[config.mk]
export PLATFORM = sky130hd
export DESIGN_NAME = window_zorder_hit_test_top
export DESIGN_NICKNAME = d
export VERILOG_FILES = /design/src/rtl/core/wzht_pkg.sv /design/src/rtl/core/wzht_cell.sv /design/src/rtl/core/window_zorder_hit_test_top.sv
export SDC_FILE = /design/constraint.sdc
export NUM_CORES = 2
export LEC_CHECK = 0
export BUFFER_PORTS_ARGS = -buffer_cell sky130_fd_sc_hd__buf_4
export CAP_MARGIN = 20
export CORE_MARGIN = 2
export CORE_UTILIZATION = 58
export CTS_CLUSTER_DIAMETER = 50
export DETAILED_ROUTE_END_ITERATION = 10
export GPL_TIMING_DRIVEN = 0
export PLACE_DENSITY_LB_ADDON = 0.25
export RECOVER_POWER = 25
export SLEW_MARGIN = 30
export SYNTH_ARGS = -nofsm -noshare
export SYNTH_HDL_FRONTEND = slang
export SYNTH_HIERARCHICAL = 1
export SYNTH_SLANG_ARGS = --single-unit
[constraint.sdc]
create_clock -name clock -period 7.8 [get_ports clock]
set_input_delay 0.39 -clock clock [delete_from_list [all_inputs] [get_ports clock]]
set_output_delay 0.39 -clock clock [all_outputs]
set_load 0.005 [all_outputs]
[src/rtl/core/wzht_pkg.sv]
// ----------------------------------------------------------------------------
// Window stacking order package
// Shared types, codes and sizes for the window stacking order hit tester.
// ----------------------------------------------------------------------------
package wzht_pkg;

   localparam int MAX_WINDOWS = 16;
   localparam int IDX_BITS    = $clog2(MAX_WINDOWS);
   localparam int CNT_BITS    = $clog2(MAX_WINDOWS + 1);
   localparam int COORD_BITS  = 12;
   localparam int ID_BITS     = 16;

   typedef enum logic [1:0] {
      REQ_ALLOC    = 2'd0,
      REQ_RELEASE  = 2'd1,
      REQ_ACTIVATE = 2'd2,
      REQ_HIT      = 2'd3
   } req_code_type;

   typedef enum logic [1:0] {
      ST_OK       = 2'd0,
      ST_FULL     = 2'd1,
      ST_NO_ID    = 2'd2,
      ST_NO_POINT = 2'd3
   } status_code_type;

   typedef enum logic [1:0] {
      NOTE_NONE      = 2'd0,
      NOTE_ALLOCATED = 2'd1,
      NOTE_RELEASED  = 2'd2,
      NOTE_ACTIVATED = 2'd3
   } notice_code_type;

   typedef enum logic [1:0] {
      CELL_HOLD  = 2'd0,
      CELL_LOAD  = 2'd1,
      CELL_SHIFT = 2'd2,
      CELL_CLEAR = 2'd3
   } cell_op_type;

   typedef struct packed {
      logic                  valid;
      logic                  act;
      logic [ID_BITS-1:0]    id;
      logic [ID_BITS-1:0]    pid;
      logic [COORD_BITS-1:0] left;
      logic [COORD_BITS-1:0] top;
      logic [COORD_BITS-1:0] right;
      logic [COORD_BITS-1:0] bottom;
   } entry_type;

   typedef struct packed {
      cell_op_type op;
      logic        act_wr;
      logic        act_val;
   } cell_ctl_type;

   typedef struct packed {
      logic [ID_BITS-1:0]    target;
      logic [COORD_BITS-1:0] x;
      logic [COORD_BITS-1:0] y;
   } query_type;

endpackage

[src/rtl/core/wzht_cell.sv]
// ----------------------------------------------------------------------------
// Stacking order cell
// Holds one stack position and takes its upper neighbor's window on a shift.
// ----------------------------------------------------------------------------
module wzht_cell (
   input  logic                clock,
   input  logic                reset,
   input  wzht_pkg::cell_ctl_type ctl,
   input  wzht_pkg::entry_type upper,
   input  wzht_pkg::entry_type load_entry,
   input  wzht_pkg::query_type query,
   output wzht_pkg::entry_type entry,
   output logic                match,
   output logic                hit
);

   wzht_pkg::entry_type entry_ff, entry_in;
   logic                match_ff, hit_ff;

   always_comb begin
      entry_in = entry_ff;
      case (ctl.op)
         wzht_pkg::CELL_HOLD:  entry_in = entry_ff;
         wzht_pkg::CELL_LOAD:  entry_in = load_entry;
         wzht_pkg::CELL_SHIFT: entry_in = upper;
         wzht_pkg::CELL_CLEAR: begin
            entry_in.valid = 1'b0;
            entry_in.act   = 1'b0;
         end
         default:              entry_in = entry_ff;
      endcase
      if (ctl.act_wr) begin
         entry_in.act = ctl.act_val;
      end
   end

   always_ff @(posedge clock) begin
      if (reset) begin
         entry_ff.valid <= 1'b0;
         entry_ff.act   <= 1'b0;
         match_ff       <= 1'b0;
         hit_ff         <= 1'b0;
      end else begin
         entry_ff <= entry_in;
         match_ff <= entry_ff.valid && (query.target != '0) && (entry_ff.id == query.target);
         hit_ff   <= entry_ff.valid && (entry_ff.left <= query.x) && (entry_ff.right > query.x)
                     && (entry_ff.top <= query.y) && (entry_ff.bottom > query.y);
      end
   end

   assign entry = entry_ff;
   assign match = match_ff;
   assign hit   = hit_ff;

endmodule

[src/rtl/core/window_zorder_hit_test_top.sv]
// ----------------------------------------------------------------------------
// Window stacking order hit tester
// Keeps up to sixteen windows in bottom-to-top order and serves allocate,
// release, activate and point hit test requests.
// ----------------------------------------------------------------------------
// Usage: drive the req_ ports and raise start while busy is low; the request
// is taken at that clock edge and busy goes high. The row of stack cells
// compares every window against the request, a priority pick selects the
// position, and the row then loads, shifts or clears cells. The result
// appears on the rsp_ ports, marked by rsp_valid high for exactly one cycle;
// busy is low in that same cycle, so the next request can be taken at the
// edge that ends it, but not before the last result is out. The receiver
// cannot stall; results are never held back. Reset empties the stack,
// clears the active window and restarts window ids at one; no clearing pass
// is needed.
// ----------------------------------------------------------------------------
module window_zorder_hit_test_top (
   input  logic        clock,
   input  logic        reset,
   input  logic        start,
   output logic        busy,
   input  logic [1:0]  req_type,
   input  logic [11:0] req_rect_left,
   input  logic [11:0] req_rect_top,
   input  logic [11:0] req_rect_right,
   input  logic [11:0] req_rect_bottom,
   input  logic [15:0] req_owner_pid,
   input  logic [15:0] req_target_id,
   input  logic [11:0] req_point_x,
   input  logic [11:0] req_point_y,
   output logic        rsp_valid,
   output logic [1:0]  rsp_status,
   output logic [15:0] rsp_found_id,
   output logic [15:0] rsp_found_pid,
   output logic        rsp_notice_valid,
   output logic [15:0] rsp_notice_pid,
   output logic [1:0]  rsp_notice_kind,
   output logic [15:0] rsp_active_id
);

   localparam int N = wzht_pkg::MAX_WINDOWS;
   localparam int IB = wzht_pkg::IDX_BITS;
   localparam int CB = wzht_pkg::CNT_BITS;

   typedef enum logic [2:0] {S_IDLE, S_EVAL, S_PICK, S_APPLY, S_RESP} state_type;

   state_type                    state_ff;
   wzht_pkg::req_code_type       op_ff;
   wzht_pkg::entry_type          new_ff;
   wzht_pkg::query_type          query_ff;
   logic [CB-1:0]                count_ff;
   logic [15:0]                  next_id_ff;
   logic [IB-1:0]                pos_ff, pos_in;
   logic                         found_ff, found_in;
   wzht_pkg::entry_type          sel_ff;
   logic                         rsp_valid_ff;
   logic [1:0]                   status_ff;
   logic [15:0]                  fid_ff, fpid_ff, npid_ff, active_ff;
   logic                         nvalid_ff;
   logic [1:0]                   nkind_ff;

   wzht_pkg::entry_type          entries [N];
   wzht_pkg::entry_type          uppers [N];
   wzht_pkg::cell_ctl_type       ctls [N];
   logic [N-1:0]                 match_bits, hits;
   wzht_pkg::entry_type          load_entry;
   logic [15:0]                  active_id;
   logic                         on_top;

   assign load_entry = (op_ff == wzht_pkg::REQ_ALLOC) ? new_ff : sel_ff;
   assign on_top     = (CB'(pos_ff) + CB'(1)) == count_ff;

   always_comb begin
      found_in = 1'b0;
      pos_in   = '0;
      if (op_ff == wzht_pkg::REQ_HIT) begin
         for (int i = 0; i < N; i++) begin
            if (hits[i]) begin
               found_in = 1'b1;
               pos_in   = IB'(i);
            end
         end
      end else begin
         for (int i = N - 1; i >= 0; i--) begin
            if (match_bits[i]) begin
               found_in = 1'b1;
               pos_in   = IB'(i);
            end
         end
      end
   end

   always_comb begin
      active_id = '0;
      for (int i = 0; i < N; i++) begin
         if (entries[i].valid && entries[i].act) begin
            active_id = active_id | entries[i].id;
         end
      end
   end

   for (genvar g = 0; g < N; g++) begin : g_cell
      if (g == N - 1) begin : g_last
         assign uppers[g] = '0;
      end else begin : g_mid
         assign uppers[g] = entries[g + 1];
      end

      always_comb begin
         ctls[g] = '{op: wzht_pkg::CELL_HOLD, act_wr: 1'b0, act_val: 1'b0};
         if (state_ff == S_APPLY) begin
            case (op_ff)
               wzht_pkg::REQ_ALLOC: begin
                  if (count_ff != CB'(N)) begin
                     ctls[g].act_wr  = 1'b1;
                     ctls[g].act_val = (CB'(g) == count_ff);
                     if (CB'(g) == count_ff) begin
                        ctls[g].op = wzht_pkg::CELL_LOAD;
                     end
                  end
               end
               wzht_pkg::REQ_RELEASE: begin
                  if (found_ff) begin
                     if ((CB'(g) + CB'(1)) == count_ff) begin
                        ctls[g].op = wzht_pkg::CELL_CLEAR;
                     end else if (IB'(g) >= pos_ff && (CB'(g) + CB'(1)) < count_ff) begin
                        ctls[g].op = wzht_pkg::CELL_SHIFT;
                     end
                  end
               end
               wzht_pkg::REQ_ACTIVATE: begin
                  if (found_ff) begin
                     ctls[g].act_wr = 1'b1;
                     if (on_top) begin
                        ctls[g].act_val = (IB'(g) == pos_ff);
                     end else if ((CB'(g) + CB'(1)) == count_ff) begin
                        ctls[g].op      = wzht_pkg::CELL_LOAD;
                        ctls[g].act_val = 1'b1;
                     end else if (IB'(g) >= pos_ff && (CB'(g) + CB'(1)) < count_ff) begin
                        ctls[g].op = wzht_pkg::CELL_SHIFT;
                     end
                  end
               end
               default: ctls[g].op = wzht_pkg::CELL_HOLD;
            endcase
         end
      end

      wzht_cell u_cell (
         .clock      (clock),
         .reset      (reset),
         .ctl        (ctls[g]),
         .upper      (uppers[g]),
         .load_entry (load_entry),
         .query      (query_ff),
         .entry      (entries[g]),
         .match      (match_bits[g]),
         .hit        (hits[g])
      );
   end

   always_ff @(posedge clock) begin
      if (reset) begin
         state_ff     <= S_IDLE;
         count_ff     <= '0;
         next_id_ff   <= 16'd1;
         rsp_valid_ff <= 1'b0;
         found_ff     <= 1'b0;
      end else begin
         rsp_valid_ff <= 1'b0;
         case (state_ff)
            S_IDLE: begin
               if (start) begin
                  op_ff          <= wzht_pkg::req_code_type'(req_type);
                  new_ff.valid   <= 1'b1;
                  new_ff.act     <= 1'b1;
                  new_ff.id      <= next_id_ff;
                  new_ff.pid     <= req_owner_pid;
                  new_ff.left    <= req_rect_left;
                  new_ff.top     <= req_rect_top;
                  new_ff.right   <= req_rect_right;
                  new_ff.bottom  <= req_rect_bottom;
                  query_ff.target <= req_target_id;
                  query_ff.x     <= req_point_x;
                  query_ff.y     <= req_point_y;
                  state_ff       <= S_EVAL;
               end
            end
            S_EVAL: state_ff <= S_PICK;
            S_PICK: begin
               found_ff <= found_in;
               pos_ff   <= pos_in;
               sel_ff   <= entries[pos_in];
               state_ff <= S_APPLY;
            end
            S_APPLY: begin
               case (op_ff)
                  wzht_pkg::REQ_ALLOC: begin
                     if (count_ff != CB'(N)) begin
                        count_ff   <= count_ff + CB'(1);
                        next_id_ff <= (next_id_ff == 16'hFFFF) ? 16'd1 : next_id_ff + 16'd1;
                     end
                  end
                  wzht_pkg::REQ_RELEASE: begin
                     if (found_ff) begin
                        count_ff <= count_ff - CB'(1);
                     end
                  end
                  default: count_ff <= count_ff;
               endcase
               state_ff <= S_RESP;
            end
            S_RESP: begin
               rsp_valid_ff <= 1'b1;
               status_ff    <= wzht_pkg::ST_OK;
               fid_ff       <= '0;
               fpid_ff      <= '0;
               nvalid_ff    <= 1'b0;
               npid_ff      <= '0;
               nkind_ff     <= wzht_pkg::NOTE_NONE;
               active_ff    <= active_id;
               case (op_ff)
                  wzht_pkg::REQ_ALLOC: begin
                     if (new_ff.id == next_id_ff) begin
                        status_ff <= wzht_pkg::ST_FULL;
                     end else begin
                        fid_ff    <= new_ff.id;
                        fpid_ff   <= new_ff.pid;
                        nvalid_ff <= 1'b1;
                        npid_ff   <= new_ff.pid;
                        nkind_ff  <= wzht_pkg::NOTE_ALLOCATED;
                     end
                  end
                  wzht_pkg::REQ_RELEASE: begin
                     if (!found_ff) begin
                        status_ff <= wzht_pkg::ST_NO_ID;
                     end else if (count_ff != '0) begin
                        nvalid_ff <= 1'b1;
                        npid_ff   <= entries[0].pid;
                        nkind_ff  <= wzht_pkg::NOTE_RELEASED;
                     end
                  end
                  wzht_pkg::REQ_ACTIVATE: begin
                     if (!found_ff) begin
                        status_ff <= wzht_pkg::ST_NO_ID;
                     end else if (!on_top) begin
                        nvalid_ff <= 1'b1;
                        npid_ff   <= entries[0].pid;
                        nkind_ff  <= wzht_pkg::NOTE_ACTIVATED;
                     end
                  end
                  wzht_pkg::REQ_HIT: begin
                     if (!found_ff) begin
                        status_ff <= wzht_pkg::ST_NO_POINT;
                     end else begin
                        fid_ff  <= sel_ff.id;
                        fpid_ff <= sel_ff.pid;
                     end
                  end
                  default: status_ff <= wzht_pkg::ST_OK;
               endcase
               state_ff <= S_IDLE;
            end
            default: state_ff <= S_IDLE;
         endcase
      end
   end

   assign busy             = (state_ff != S_IDLE);
   assign rsp_valid        = rsp_valid_ff;
   assign rsp_status       = status_ff;
   assign rsp_found_id     = fid_ff;
   assign rsp_found_pid    = fpid_ff;
   assign rsp_notice_valid = nvalid_ff;
   assign rsp_notice_pid   = npid_ff;
   assign rsp_notice_kind  = nkind_ff;
   assign rsp_active_id    = active_ff;

endmodule

==> reports/metrics.cfg <==
[power_and_ir_drop]
seqPwrFrac = 0.458
leakage_nw = 47.9
total_power_mw = 21.5
ir_drop_mv = 0.196
netSwitchingFraction = 0.250
p_comb_frac = 0.083
power.share.clock = 0.459
p_int_mw = 16.1
p_sw_mw = 5.38
p_per_area_mw_per_mm2 = 181

[drt]
wl_per_cell_um = 38.1
first_pass_iters = 9
vias = 82455
drtIter0Drc = 13855
viasPerCell = 7.20
remaining_drc_errors = 0
wl_um = 437000
antenna_left = 0

[synthesis]
avgSynthCellArea_um2 = 12.6
netlist_top_cells_area = edfxtp_1, mux2_2, ha_1
synth_edf_count = 1557
ys_warn_count = 6
yosysTopAreaCellShare = 0.454
yosysSeqAreaShare = 0.472
async_reset_ff_frac = 0
synth_top_area_cell = edfxtp_1
synth_seq_cells = 1647
syn-cell-area_mm2 = 0.103
synth.most_common_cell = edfxtp_1
synthesis.instances = 8166
yosysUniqueCellTypes = 83
synthTopCellsByCount = edfxtp_1, mux2_2, ha_1
ys.flop_type = edfxtp_1

[place]
gp_congestion = 1.06
pre_cts_slack_ns = 1.87
dpl_cell_area_mm2 = 0.111
port_buffers = 179
hpwl_um = 332000

[global_route]
grt_first_pass_wirelength_um = 597000
grt-ovfl-total = 0
grt_max_degree = 82
antenna_found_initial = 37
grt_pass1_vias = 77202
grtUsageTotal = 0.471

[timing]
tns_ns = 0
worst-slew-pin-transition_ns = 3.79
finalHoldViolCount = 0
setup_viol = 0
period_minus_slack_ns = 6.91
skew_ns = 0.0526
period_share = 0.885
timing.fmax_mhz = 145
rsz0062_at_grt = no
fin_ws_ns = 0.894
slew_viol_final = 216
slew_headroom = -1.55

[setup_path]
worst_ep_arrival_time_ns = 7.48
cp.depth = 16
crit_chain = clkbuf_1 -> inv_1 -> ha_1 -> xor2_1 -> or3_1 -> a31oi_1 -> o21ai_0 -> nand2_1 -> a211oi_1 -> inv_1 -> ha_1 -> nor2b_1 -> clkbuf_1 -> buf_16 -> buf_16 -> buf_16
max_stage_delay_ns = 1.25
cp_data_required_time_ns = 8.38
critPathBufInv = 7
cp-start-kind = register
r2r-end = g_cell[9].u_cell/entry[46]
critPathSlowestCell = o21ai_0
endpoint_kind = register
endpoint = g_cell[9].u_cell/entry[46]
reg2reg_depth = 16
r2r_slack_ns = 0.89
r2r-start = pos_ff[1]
cp-startpoint = pos_ff[1]
crit_fanout = 19
crit_family = buffers and inverters
setup.worst_path.class = register to register
crit_top_cell = buf_16

[clock_tree]
ctsHtreeMaxLevel = 4
clock_sinks = 1647
clkTransAtPathRegs_ns = 0.06
clock_latency_ns = 0.91
cts_made_buffers = 206
cts_tree = built
clk_path_buf_depth = 3
postCtsSetupRepairBufs = 0
root_buffer = clkbuf_16
cts_resized = 0

[floorplan]
core_mm2 = 0.176
die_w_um = 425
dieArea_mm2 = 0.181
design.portCount = 180
initial_core_util = 0.584
fp-row-count = 154
die_y_um = 425

[finish]
fin_nets = 9837
drive_gt1_frac = 0.261
stdcell_area_mm2 = 0.119
area_growth_pct = 15.7

[job]
maxCapViolCount = 23

[worst_hold_path]
hp-class = input port to register

[run_status]
status = finished, violations left
violations = max-capacitance violations, max-slew violations

[logic make-up (layout without fill, tap and decap cells)]
kind of cell,Yosys count,after routing,synth area share
multiplexers,2017,2017,0.213
adder cells (fa/ha/maj),829,829,0.101
buffers and inverters,851,1686,0.0341
AO/OA/AOI/OAI,1258,1258,0.0854
XOR/XNOR,296,296,0.0252
AND/OR/NAND/NOR,1267,1267,0.0696
flip-flops,1647,1647,0.472
other,1,120,0.0000365
[per-layer routing]
metal	track usage	wire [µm]
met1	0.656	170000
met2	0.621	169000
met3	0.195	71000
met4	0.238	26700
met5	0.0214	933
[flip-flops by register name, indices dropped and copies added, names as in the netlist, 3 cells and up]
signal               flops
g_cell.u_cell/entry   1312
g_cell.u_cell/hit       16
state_ff                 3
pos_ff                   4
new_ff                  80
rsp_notice_pid          16
g_cell.u_cell/match     16
rsp_found_id            16
sel_ff                  82
query_ff                40
next_id_ff              16
rsp_found_pid           16
count_ff                 5
rsp_active_id           16
[worst min path at each step]
stage | start | end | slack, ns | cells after the start
detailed placement | next_id_ff[4] | new_ff[68] | 0.51 | 0
CTS | reset | g_cell[12].u_cell/entry[80] | 0.12 | 2
global route | req_point_x[9] | query_ff[21] | 0.23 | 2
global placement | state_ff[2] | state_ff[1] | 0.50 | 1
floorplan | reset | g_cell[0].u_cell/entry[80] | 0.46 | 1
finish | req_point_x[1] | query_ff[13] | 0.22 | 2
[cell usage in the layout, fill, tap and decap left out, drive strengths merged, types with 56 or more instances in the layout]
master,count
a21o,75
nor3,87
nand4,273
edfxtp,1557
nor4,110
mux2,1360
inv,506
nor2,208
o21ai,58
a221oi,84
clkinv,81
xor2,80
conb,82
a21oi,380
a2111oi,56
o211ai,56
dlygate4sd3,107
a22o,66
mux2i,657
buf,387
nand3,97
or4,84
xnor2,216
dfxtp,90
o22ai,341
ha,829
clkbuf,579
nor2b,100
nand2,186
[worst reg2reg max path: cells and delay by family, from the launching register on]
kind / cells / cell delay (ns)
xor gates and xnor gates: 1 / 0.13
buffers and inverters: 7 / 2.74
and+or+nand+nor: 3 / 0.85
adders and majority gates: 2 / 0.63
AOI/OAI and AO/OA: 3 / 1.88
DFF: 1 / 0.37
[power by group through the flow]
| stage | sequential (mW) | clock (mW) | combinational [mW] |
|---|---|---|---|
| after floorplan | 10.0 | 0 | 1.01 |
| after global placement | 10.1 | 0 | 1.48 |
| after detailed placement | 10.0 | 0 | 1.65 |
| after CTS | 9.84 | 9.89 | 1.71 |
| after global routing | 9.85 | 10.2 | 1.86 |
| final | 9.85 | 9.88 | 1.78 |
[layout make-up]
type,count,area [µm²]
well taps,2340,2930
plain buffers,373,1760
clock inverters,135,1510
clock buffers,256,5520
repair buffers,444,5600
inverters,478,1790
fillers,12956,57100
multi-input cells,5749,51300
diodes,38,95.1
flip-flops and latches,1647,48600
[through the flow]
step	util	hold slack, ns	cells
floorplan	-	0.462	8247
global placement	0.610	0.501	10766
detailed placement	0.631	0.511	10922
CTS	0.677	0.124	11420
global route	0.676	0.226	11431
finish	0.676	0.221	11460
[repair_timing]
action,in CTS,in global routing
hold buffers,107,0
endpoints found under the setup margin,0,0
hold endpoints to repair,107,0
Note: power is estimated with default switching activity, not from simulation.
